File: src/sv/tdpt_pkg.sv
// shared constants and types for the trial division prime test
// used by tdpt_div and trial_division_prime_test_top
package tdpt_pkg;

    localparam int VALUE_BITS = 31;
    localparam int CNT_W      = $clog2(VALUE_BITS + 1);

    typedef enum logic [1:0] {
        ST_IDLE,
        ST_START,
        ST_WAIT,
        ST_DELIVER
    } state_t;

    typedef struct packed {
        logic                  done;
        logic [VALUE_BITS-1:0] quot;
        logic [VALUE_BITS-1:0] rem;
    } div_stat_t;

endpackage

File: src/sv/tdpt_div.sv
// serial restoring divider, one quotient bit per cycle
// depends on tdpt_pkg for widths and the status struct
module tdpt_div (
    input  logic                            clk,
    input  logic                            rst_n,
    input  logic                            start,
    input  logic [tdpt_pkg::VALUE_BITS-1:0] dividend,
    input  logic [tdpt_pkg::VALUE_BITS-1:0] divisor,
    output tdpt_pkg::div_stat_t             stat
);

    logic                             busy_reg, busy_next;
    logic                             done_reg, done_next;
    logic [tdpt_pkg::CNT_W-1:0]       cnt_reg, cnt_next;
    logic [tdpt_pkg::VALUE_BITS-1:0]  acc_reg, acc_next;
    logic [tdpt_pkg::VALUE_BITS-1:0]  rem_reg, rem_next;
    logic [tdpt_pkg::VALUE_BITS-1:0]  dvs_reg, dvs_next;
    logic [tdpt_pkg::VALUE_BITS:0]    trial;
    logic [tdpt_pkg::VALUE_BITS:0]    diff;

    always_comb
    begin
        busy_next = busy_reg;
        done_next = 1'b0;
        cnt_next  = cnt_reg;
        acc_next  = acc_reg;
        rem_next  = rem_reg;
        dvs_next  = dvs_reg;
        trial     = {rem_reg, acc_reg[tdpt_pkg::VALUE_BITS-1]};
        diff      = trial - {1'b0, dvs_reg};
        if (start && !busy_reg)
        begin
            busy_next = 1'b1;
            cnt_next  = tdpt_pkg::CNT_W'(tdpt_pkg::VALUE_BITS);
            acc_next  = dividend;
            rem_next  = '0;
            dvs_next  = divisor;
        end
        else if (busy_reg)
        begin
            // keep the partial remainder only if the subtract did not borrow
            if (!diff[tdpt_pkg::VALUE_BITS])
            begin
                rem_next = diff[tdpt_pkg::VALUE_BITS-1:0];
                acc_next = {acc_reg[tdpt_pkg::VALUE_BITS-2:0], 1'b1};
            end
            else
            begin
                rem_next = trial[tdpt_pkg::VALUE_BITS-1:0];
                acc_next = {acc_reg[tdpt_pkg::VALUE_BITS-2:0], 1'b0};
            end
            cnt_next = cnt_reg - tdpt_pkg::CNT_W'(1);
            if (cnt_reg == tdpt_pkg::CNT_W'(1))
            begin
                busy_next = 1'b0;
                done_next = 1'b1;
            end
        end
    end

    always_ff @(posedge clk or negedge rst_n)
    begin
        if (!rst_n)
        begin
            busy_reg <= 1'b0;
            done_reg <= 1'b0;
            cnt_reg  <= '0;
        end
        else
        begin
            busy_reg <= busy_next;
            done_reg <= done_next;
            cnt_reg  <= cnt_next;
        end
    end

    always_ff @(posedge clk)
    begin
        acc_reg <= acc_next;
        rem_reg <= rem_next;
        dvs_reg <= dvs_next;
    end

    assign stat.done = done_reg;
    assign stat.quot = acc_reg;
    assign stat.rem  = rem_reg;

`ifndef SYNTHESIS
    a_done_not_busy: assert property (@(posedge clk) disable iff (!rst_n)
        done_reg |-> !busy_reg)
        else $error("divider done while busy");
    a_start_idle: assert property (@(posedge clk) disable iff (!rst_n)
        start |-> !busy_reg)
        else $error("divider started while busy");
    a_done_after_busy: assert property (@(posedge clk) disable iff (!rst_n)
        done_reg |-> $past(busy_reg))
        else $error("divider done without a running division");
    a_rem_bound: assert property (@(posedge clk) disable iff (!rst_n)
        done_reg |-> (rem_reg < dvs_reg))
        else $error("remainder not below divisor");
`endif

endmodule

File: src/sv/trial_division_prime_test_top.sv
// trial division prime test: sequencer, divisor register and output word
// depends on tdpt_pkg and tdpt_div
//
// usage: one input word (candidate) gives one output word (is_prime)
// input channel: in_valid / in_stall, word taken when in_valid && !in_stall
// output channel: out_valid / out_stall, word taken when out_valid && !out_stall
// in_stall is high from acceptance until the result is in the output register
// candidates below 2 skip the divider and go straight to the deliver state
// otherwise divisors 2, 3, ... are tried while divisor <= candidate / divisor;
// each try is one pass of the shared serial divider; a prime n takes
// floor(sqrt(n)) tries before its result is delivered
// a composite stops at its smallest factor p after p - 1 tries
// the output register holds a finished word while out_stall is high; the next
// candidate may be accepted meanwhile, its result waits until the register frees
// reset (rst_n low, asynchronous) clears out_valid and returns to idle
module trial_division_prime_test_top (
    input  logic                            clk,
    input  logic                            rst_n,
    input  logic                            in_valid,
    output logic                            in_stall,
    input  logic [tdpt_pkg::VALUE_BITS-1:0] candidate,
    output logic                            out_valid,
    input  logic                            out_stall,
    output logic                            is_prime
);

    tdpt_pkg::state_t                state_reg, state_next;
    logic [tdpt_pkg::VALUE_BITS-1:0] value_reg, value_next;
    logic [tdpt_pkg::VALUE_BITS-1:0] divisor_reg, divisor_next;
    logic                            result_reg, result_next;
    logic                            out_valid_reg, out_valid_next;
    logic                            is_prime_reg, is_prime_next;
    logic                            div_start;
    tdpt_pkg::div_stat_t             div_stat;

    tdpt_div u_div (
        .clk      (clk),
        .rst_n    (rst_n),
        .start    (div_start),
        .dividend (value_reg),
        .divisor  (divisor_reg),
        .stat     (div_stat)
    );

    always_comb
    begin
        state_next     = state_reg;
        value_next     = value_reg;
        divisor_next   = divisor_reg;
        result_next    = result_reg;
        out_valid_next = out_valid_reg;
        is_prime_next  = is_prime_reg;
        div_start      = 1'b0;
        if (out_valid_reg && !out_stall)
        begin
            out_valid_next = 1'b0;
        end
        unique case (state_reg)
            tdpt_pkg::ST_IDLE:
            begin
                if (in_valid)
                begin
                    value_next   = candidate;
                    divisor_next = tdpt_pkg::VALUE_BITS'(2);
                    if (candidate < tdpt_pkg::VALUE_BITS'(2))
                    begin
                        result_next = 1'b0;
                        state_next  = tdpt_pkg::ST_DELIVER;
                    end
                    else
                    begin
                        state_next = tdpt_pkg::ST_START;
                    end
                end
            end
            tdpt_pkg::ST_START:
            begin
                div_start  = 1'b1;
                state_next = tdpt_pkg::ST_WAIT;
            end
            tdpt_pkg::ST_WAIT:
            begin
                if (div_stat.done)
                begin
                    // bound test first: divisor past value / divisor means no factor left
                    priority if (divisor_reg > div_stat.quot)
                    begin
                        result_next = 1'b1;
                        state_next  = tdpt_pkg::ST_DELIVER;
                    end
                    else if (div_stat.rem == '0)
                    begin
                        result_next = 1'b0;
                        state_next  = tdpt_pkg::ST_DELIVER;
                    end
                    else
                    begin
                        divisor_next = divisor_reg + tdpt_pkg::VALUE_BITS'(1);
                        state_next   = tdpt_pkg::ST_START;
                    end
                end
            end
            tdpt_pkg::ST_DELIVER:
            begin
                if (!out_valid_reg || !out_stall)
                begin
                    out_valid_next = 1'b1;
                    is_prime_next  = result_reg;
                    state_next     = tdpt_pkg::ST_IDLE;
                end
            end
            default:
            begin
                state_next = tdpt_pkg::ST_IDLE;
            end
        endcase
    end

    always_ff @(posedge clk or negedge rst_n)
    begin
        if (!rst_n)
        begin
            state_reg     <= tdpt_pkg::ST_IDLE;
            out_valid_reg <= 1'b0;
        end
        else
        begin
            state_reg     <= state_next;
            out_valid_reg <= out_valid_next;
        end
    end

    always_ff @(posedge clk)
    begin
        value_reg    <= value_next;
        divisor_reg  <= divisor_next;
        result_reg   <= result_next;
        is_prime_reg <= is_prime_next;
    end

    assign in_stall  = (state_reg != tdpt_pkg::ST_IDLE);
    assign out_valid = out_valid_reg;
    assign is_prime  = is_prime_reg;

`ifndef SYNTHESIS
    a_divisor_min: assert property (@(posedge clk) disable iff (!rst_n)
        (state_reg == tdpt_pkg::ST_START || state_reg == tdpt_pkg::ST_WAIT)
        |-> (divisor_reg >= tdpt_pkg::VALUE_BITS'(2)))
        else $error("divisor below two during search");
    a_small_not_prime: assert property (@(posedge clk) disable iff (!rst_n)
        (state_reg == tdpt_pkg::ST_DELIVER && value_reg < tdpt_pkg::VALUE_BITS'(2))
        |-> !result_reg)
        else $error("value below two marked prime");
    a_done_in_wait: assert property (@(posedge clk) disable iff (!rst_n)
        div_stat.done |-> (state_reg == tdpt_pkg::ST_WAIT))
        else $error("divider finished outside wait state");
    a_start_to_wait: assert property (@(posedge clk) disable iff (!rst_n)
        (state_reg == tdpt_pkg::ST_START) |=> (state_reg == tdpt_pkg::ST_WAIT))
        else $error("division start not followed by wait");
`endif

endmodule

File: config.mk
export PLATFORM = sky130hd
export DESIGN_NAME = trial_division_prime_test_top
export DESIGN_NICKNAME = d
export VERILOG_FILES = /design/src/sv/tdpt_pkg.sv /design/src/sv/tdpt_div.sv /design/src/sv/trial_division_prime_test_top.sv
export SDC_FILE = /design/constraint.sdc
export NUM_CORES = 1
export LEC_CHECK = 0
export BUFFER_PORTS_ARGS = -buffer_cell sky130_fd_sc_hd__buf_2
export CAP_MARGIN = 20
export CORE_UTILIZATION = 55
export CTS_CLUSTER_DIAMETER = 200
export DETAILED_ROUTE_END_ITERATION = 12
export GPL_TIMING_DRIVEN = 0
export PLACE_DENSITY = 0.68
export SETUP_SLACK_MARGIN = 0.2
export SYNTH_ARGS = -nofsm -noshare
export SYNTH_HDL_FRONTEND = slang
export SYNTH_SLANG_ARGS = --single-unit
File: constraint.sdc
create_clock -name clk -period 8.8 [get_ports clk]
set_input_delay 0.44 -clock clk [delete_from_list [all_inputs] [get_ports clk]]
set_output_delay 0.44 -clock clk [all_outputs]
set_load 0.05 [all_outputs]
Word-level counts from Yosys, hierarchy flattened
Index checks and enable logic that the tools add are counted.

Muxes and demuxes: 34. Add/sub/neg operators: 3. Eq/ne operators: 11. Order comparisons: 2. Reduce and logical (&&, ||, !) cells: 16.

Operators by type and width (count): $mux W31 (7); $pmux W31 S2 (1); $sub A32 B31 Y32 (1); $add A31 B1 Y31 const B (1); $gt A31 B31 Y1 (1); $logic_not A31 Y1 (1); $lt A31 B2 Y1 const B (1); $mux W1 (16); $mux W2 (6); $mux W5 (2); $ne A2 B2 Y1 const B (5); $reduce_and A5 Y1 (2); $pmux W2 S4 (1); $reduce_bool A2 Y1 (3); $eq A5 B1 Y1 const B (1); $sub A5 B1 Y5 const B (1); $eq A2 B2 Y1 const B (2); $reduce_and A2 Y1 (2); $logic_not A1 Y1 (3); $ne A3 B3 Y1 const B (1); $reduce_and A3 Y1 (1); $eq A2 B1 Y1 const B (1); $logic_and A1 B1 Y1 (2); $logic_not A2 Y1 (1); 3 further kinds (3).

Input port bits: 35. Output and inout bits: 3. Logic and storage cells: 78. Register bits: 167.

Logic depth before layout (Yosys ltp)
Gate-level depths: netlist of the first run.

Depth in word-level cells: 5. Gate-level depth with buffers: 14. Gate-level depth less buffers: 11.

By module
From an unflattened synthesis of the first run, not the netlist that was laid out.

Cells, all modules: 904. Area, all modules: 9412.8 um2.

Modules (own cells, without submodules): tdpt_div (sequential area each 2657.5 um2, instances 1, area an instance 5659.2 um2, cells each 564); trial_division_prime_test_top (sequential area each 1996.9 um2, instances 1, area an instance 3753.6 um2, cells each 340).

Least setup slack after synthesis of the first run
No wires, ideal clock.

Path type: register -> register. Start point: reg state_reg[0]. End point: reg divisor_reg[0] in the netlist's numbering (enable). Library setup time: 0.376 ns. Path buffers: 1. Clock period less this slack: 3.383 ns. Slack: 5.417 ns. Cell stages (with the launch flop): 5. Arrival time: 3.007 ns. Data required time: 8.424 ns. Cells stage by stage: dfrtp_1 clkbuf_1 or2_2 nor2_1 a31o_2.

Word-level cells in the longest chain between the ends: 3. Elaborated cells on any way between the ends: 8. Those cells by class: eq/ne (5); reduce/logical (3).

Ends and longest elaborated chain: start, declared (RTL line trial_division_prime_test_top.sv:27) `tdpt_pkg::state_t state_reg, state_next;`; start signal, assigned (RTL line trial_division_prime_test_top.sv:123) `state_reg <= tdpt_pkg::ST_IDLE;`; start signal, assigned (RTL line trial_division_prime_test_top.sv:128) `state_reg <= state_next;`; $eq A2 B2 Y1 / $logic_not A2 Y1 (equally long branches) (RTL line trial_division_prime_test_top.sv:58) `unique case (state_reg)`; $ne A2 B2 Y1 (no line), or another cell as far along; $reduce_and A5 Y1 (no line) *; end signal, assigned (RTL line trial_division_prime_test_top.sv:136) `divisor_reg <= divisor_next;`; end, declared (RTL line trial_division_prime_test_top.sv:29) `logic [tdpt_pkg::VALUE_BITS-1:0] divisor_reg, divisor_next;`.

Mark *: on every way between the ends. The rest lies on a longest branch, timed or not. A chain may end at the register's enable or synchronous reset.

Worst setup path in the final report of the first run
Start point: reg divisor_reg[25] in the netlist's numbering. End point: reg divisor_reg[23] in the netlist's numbering (enable).

Word-level cells in the longest chain between the ends: 3.

Ends and longest elaborated chain: $gt A31 B31 Y1 (RTL line trial_division_prime_test_top.sv:86) `priority if (divisor_reg > div_stat.quot)`; $ne A2 B2 Y1 (no line); $reduce_and A5 Y1 (no line).

No other way between the ends.

==> reports/metrics.yaml, run 1 <==
cp-start-kind: "register"
wl_per_cell_um: 16.1
regToRegStartpoint: "divisor_reg[25]"
place_inst: 1183
rows: 47
antenna_cells: 0
status: "finished clean"
grt_pass1_wl_um: 32000
fin_tns_setup_ps: 0
finalCriticalPeriod_ps: 3820
clock.fmax_ghz: 0.262
clockBufferDepth: 2
timing.final.crit_share_pct: 43.4
synth_area_leaders: "edfxtp_1, ha_1, dfxtp_1"
syn_area_um2: 9310
gp_congestion: 0.857
gr-usage-all-layers_pct: 23.7
pwr-share-seq_pct: 36.7
core_area_um2: 16500
fin_nets: 1084
grt_pass1_vias: 6384
grt_busiest_layer: "met2"
cts_sinks: 167
setup_viol: 0
synth_common_cells: "nand2_1, edfxtp_1, inv_1"
cts_tree: "done"
worstSetupEndpointType: "register"
multi_input_area_um2: 4220
post_cts_buffers: 0
instances_no_fill: 1216
grt_max_degree: 41
die_h_um: 132
grt_use_met1_pct: 31.8
synth_edf_count: 126
synth_ff_type: "edfxtp_1"
syn_inst: 924
num-fill-cells: 1333
synth-async-reset-ratio_pct: 5.99
path_cells: "ha_1 -> nand4_1 -> or4_1 -> or3_1 -> o32ai_1 -> o21a_1 -> a31o_2"
cp_slowest_cell: "a31o_2"
hold_end: "value_reg[0]"
yosys.area.top_type_share_pct: 40.7
worstMarginPinSlew_ps: 895
max_stage_delay_ps: 690
grt_use_met2_pct: 39.1
seqCellArea_um2: 4650
critical_path.reg2reg.endpoint: "divisor_reg[23]"
ys_ff_latch: 167
pwr-share-comb_pct: 44.6
syn_area_per_cell_um2: 10.1
synthesis.yosys.warnings: 0
synth.largest_area_cell: "edfxtp_1"
clkLatencyLatePin_ps: 430
dieArea_um2: 17400
io_pins: 38
drc: 0
powerDensity_nw_per_um2: 353
portBuffers: 37
rsz0062_at_grt: "false"
fin_skew_ps: 8.52
met3_usage_pct: 3.50
leakagePower_uw: 0.00416
r2r_cells: 7
layout-drive-gt1-share_pct: 8.53
r2r_slack_ps: 4980
path_max_fanout: 31
clkPwrFrac_pct: 18.8
holdPathStages: 1
via_per_inst: 5.70
ant_nets: 0
critPathArrivalTime_ps: 3870
worstHoldPathType: "in -> reg"
irDropWorstVdd_v: 0.000165
path_clk_slew_ps: 60
globalRouteOverflowTotal: 0
max_slew_margin_pct: 40.3
cts_buffers: 17
synth-seq-area-share_pct: 50.0
drtIter0Drc: 542
vias: 6937
p_int_uw: 2200
grt_antenna_before_repair: 0
p_sw_share_pct: 39.8
drv_slew: 0
fp.dieW_um: 132
cap_violations: 0
worst-setup-path-type: "reg -> reg"
routed_wirelength_um: 19600
power.switching_uw: 1460
required_ps: 8850
ys_types: 64
syn_nets: 1025
hpwl_um: 14700
initial_core_util_pct: 56.3
min_from: "candidate[0]"
yosys.cell_count.top_type: "nand2_1"
firstDrtPassIters: 5
clockRootBuffer: "clkbuf_16"
hold_viol: 0
syn2layout_area_growth_pct: 11.4
htree_levels: 4
[cells in the final DEF, fill, tap and decap left out, types with 18 or more instances in the layout]
cell type	n
inv_1	73
edfxtp_1	126
ha_1	65
a21oi_1	49
nand4_1	29
xor2_1	32
a21o_1	33
xnor2_1	22
o21ai_0	54
nand2_1	130
nand3_1	25
nor4_1	18
nor2_1	63
o211ai_1	18
clkbuf_1	22
dfxtp_1	31
buf_2	41
[how the worst max path moves through the flow]
stage / start / end / slack [ps]
after global placement: state_reg[0] / divisor_reg[26] / 4940
after global routing: divisor_reg[24] / divisor_reg[26] / 4770
final: divisor_reg[25] / divisor_reg[23] / 4980
after floorplan: state_reg[0] / divisor_reg[0] / 5420
after CTS: divisor_reg[25] / divisor_reg[22] / 4940
after detailed placement: divisor_reg[25] / divisor_reg[26] / 4960
[layout make-up]
type	count	area share [%]
repair buffers	40	2.29
inverters	74	2.68
well taps	220	2.66
multi-input cells	651	40.7
clock buffers	19	4.18
plain buffers	32	1.51
clock inverters	13	1.04
flip-flops and latches	167	44.9
[kinds of logic (layout without fill, tap and decap cells)]
group                      after synthesis  after routing  share of synthesized area, %
buffers and inverters                  106            178                          4.65
xor gates and xnor gates                54             54                          5.08
muxes                                    2              2                         0.215
adders and majority gates               66             66                          8.96
and+or+nand+nor                        318            318                          15.9
AOI/OAI and AO/OA                      211            211                          15.2
DFF                                    167            167                          50.0
[critical path: cells and delay by family, from the launching register on]
kind | cells | cell delay [ps]
compound gates | 3 | 1450
fa+ha+maj | 1 | 350
flops | 1 | 500
simple gates | 3 | 1140
[power groups by stage]
stage	clock network, µW	registers (µW)	logic [µW]
global route	725	1370	1840
detailed placement	0	1350	1610
CTS	698	1340	1620
global placement	0	1360	1570
floorplan	0	1310	1230
finish	687	1340	1630
[per-stage QoR]
stage	area (µm²)	setup slack (ps)	power, µW	util (%)	hold WS (ps)
floorplan	9310	5420	2540	-	144
global placement	9770	4940	2930	59.1	317
detailed placement	9810	4960	2960	59.4	315
CTS	10400	4940	3660	62.7	177
global route	10400	4770	3930	62.7	181
finish	10400	4980	3660	62.7	193
[layer usage]
| metal | vias up | share of wire, % | routed length, µm |
|---|---|---|---|
| met2 | 164 | 47 | 9250 |
| met5 | - | 0 | 0 |
| met1 | 3251 | 48 | 9380 |
| li1 | 3496 | - | - |
| met4 | 0 | 1.6 | 308 |
| met3 | 26 | 3.2 | 628 |
[what timing repair did]
| action | CTS | global route |
|---|---|---|
| hold buffers | 1 | 0 |
| endpoints found under the hold margin | 10 | 0 |
| resized for setup | 0 | 0 |
No activity file was read; power rests on OpenSTA's default activity.
==> inputs of run 2 (changes only) <==
- clock period: 8.8 -> 3.7 ns (I/O delays scaled with it)
==> reports/metrics.yaml, run 2 (same netlist as run 1, synthesis figures left out) <==
gp_congestion: 0.857
drtIter0Drc: 575
htree_levels: 4
post_cts_buffers: 0
holdPathStages: 3
rsz0062_at_grt: "true"
path_max_fanout: 16
clockRootBuffer: "clkbuf_16"
core_area_um2: 16500
path_cells: "ha_1 -> nand4_1 -> or4_1 -> or3_1 -> o32ai_2 -> o21a_1 -> a31o_4"
path_clk_slew_ps: 60
clockBufferDepth: 2
irDropWorstVdd_v: 0.000379
critPathArrivalTime_ps: 3440
via_per_inst: 5.68
portBuffers: 37
clkLatencyLatePin_ps: 420
globalRouteOverflowTotal: 0
ant_nets: 0
wl_per_cell_um: 16.4
fp.dieW_um: 132
status: "finished clean"
regToRegStartpoint: "divisor_reg[25]"
max_stage_delay_ps: 590
final_area_um2: 10700
die_h_um: 132
mostFrequentLayoutCells: "nand2_1, edfxtp_1, inv_1, ha_1, nor2_1"
hold_viol: 0
fin_nets: 1117
powerDensity_nw_per_um2: 818
syn2layout_area_growth_pct: 15.4
initial_core_util_pct: 56.3
cts_sinks: 167
fin_total_pwr_uw: 8780
routed_wirelength_um: 20400
hold_end: "state_reg[0]"
r2r_slack_ps: 370
critical_path.reg2reg.endpoint: "divisor_reg[23]"
required_ps: 3810
gr-usage-all-layers_pct: 24.7
timing.final.crit_share_pct: 90.0
grt_pass1_vias: 6672
cp-start-kind: "register"
fin_skew_ps: 9.85
cts_tree: "done"
worst-setup-path-type: "reg -> reg"
vias: 7089
max_slew_margin_pct: 39.6
layout-drive-gt1-share_pct: 8.84
crit_family: "simple AND/OR/NAND/NOR gates"
clock.fmax_ghz: 0.300
cp_slowest_cell: "or4_1"
drv_slew: 0
rows: 47
worst-path-buf-inv: 0
r2r_cells: 7
antenna_cells: 0
grt_pass1_wl_um: 33500
drc: 0
worstMarginPinSlew_ps: 906
hpwl_um: 14700
worstSetupEndpointType: "register"
cap_violations: 0
firstDrtPassIters: 5
min_from: "in_valid"
final_common_cell: "nand2_1"
setup_viol: 0
worstHoldPathType: "in -> reg"
grt_antenna_before_repair: 0
dieArea_um2: 17400
finalCriticalPeriod_ps: 3330
grt_max_degree: 41
io_pins: 38
placed_cell_area_um2: 9810
cts_buffers: 17
leakagePower_uw: 0.00432
-- run 2: worst max path at each step --
stage,end,start,slack [ps],depth (start not counted)
2_1_floorplan,divisor_reg[0],state_reg[0],320,4
3_3_place_gp,divisor_reg[26],state_reg[0],-160,4
3_5_place_dp,divisor_reg[26],divisor_reg[25],-140,7
4_1_cts,divisor_reg[22],divisor_reg[25],210,7
5_1_grt,u_div.rem_reg[26],u_div.dvs_reg[15],190,12
6_report,divisor_reg[23],divisor_reg[25],370,7
-- run 2: through the flow --
| stage | setup slack [ps] | hold slack (ps) | utilization (%) | setup TNS (ps) | std cells |
|---|---|---|---|---|---|
| global route | 191 | 179 | 65.0 | 0 | 1249 |
| finish | 370 | 150 | 65.0 | 0 | 1249 |
| CTS | 214 | 132 | 64.8 | 0 | 1249 |
| detailed placement | -140 | 60.2 | 59.4 | -4230 | 1183 |
| floorplan | 317 | -111 | - | 0 | 924 |
| global placement | -163 | 61.8 | 59.1 | -4960 | 1181 |
-- run 2: area by class of cell --
| class | instances | area [µm²] |
|---|---|---|
| multi-input cells | 652 | 4270 |
| plain buffers | 32 | 161 |
| repair buffers | 72 | 558 |
| clock buffers | 19 | 433 |
| clock inverters | 13 | 108 |
| inverters | 74 | 278 |
| flip-flops and latches | 167 | 4650 |
| well taps | 220 | 275 |
| fillers | 1284 | 5790 |
-- run 2: report_power, final --
group          internal [µW]  total (µW)  switching, µW
clock network            919        1630            716
logic                   1590        3960           2370
registers               2780        3190            416
total                   5280        8780           3500
-- run 2: routing by layer --
layer  vias to the layer above  GRT usage (%)  wire length, µm
met3                        29           4.04              789
met5                         -              0                0
met1                      3312           32.5             9490
met2                       189           41.7             9820
li1                       3559              -                -
met4                         0           8.59              357
-- run 2: timing repair --
action | in CTS | in global routing
hold buffers | 33 | 0
endpoints found under the setup margin | 31 | 53
endpoints found under the hold margin | 42 | 0
resized for setup | 2 | 8
pin swaps | 1 | 0
gates cloned | 1 | 0
-- run 2: tightest hold or removal path: cells and delay by family --
kind | cells | cell delay (ps)
buffers and inverters | 1 | 100
multiplexers | 1 | 80
AO/OA/AOI/OAI | 1 | 150
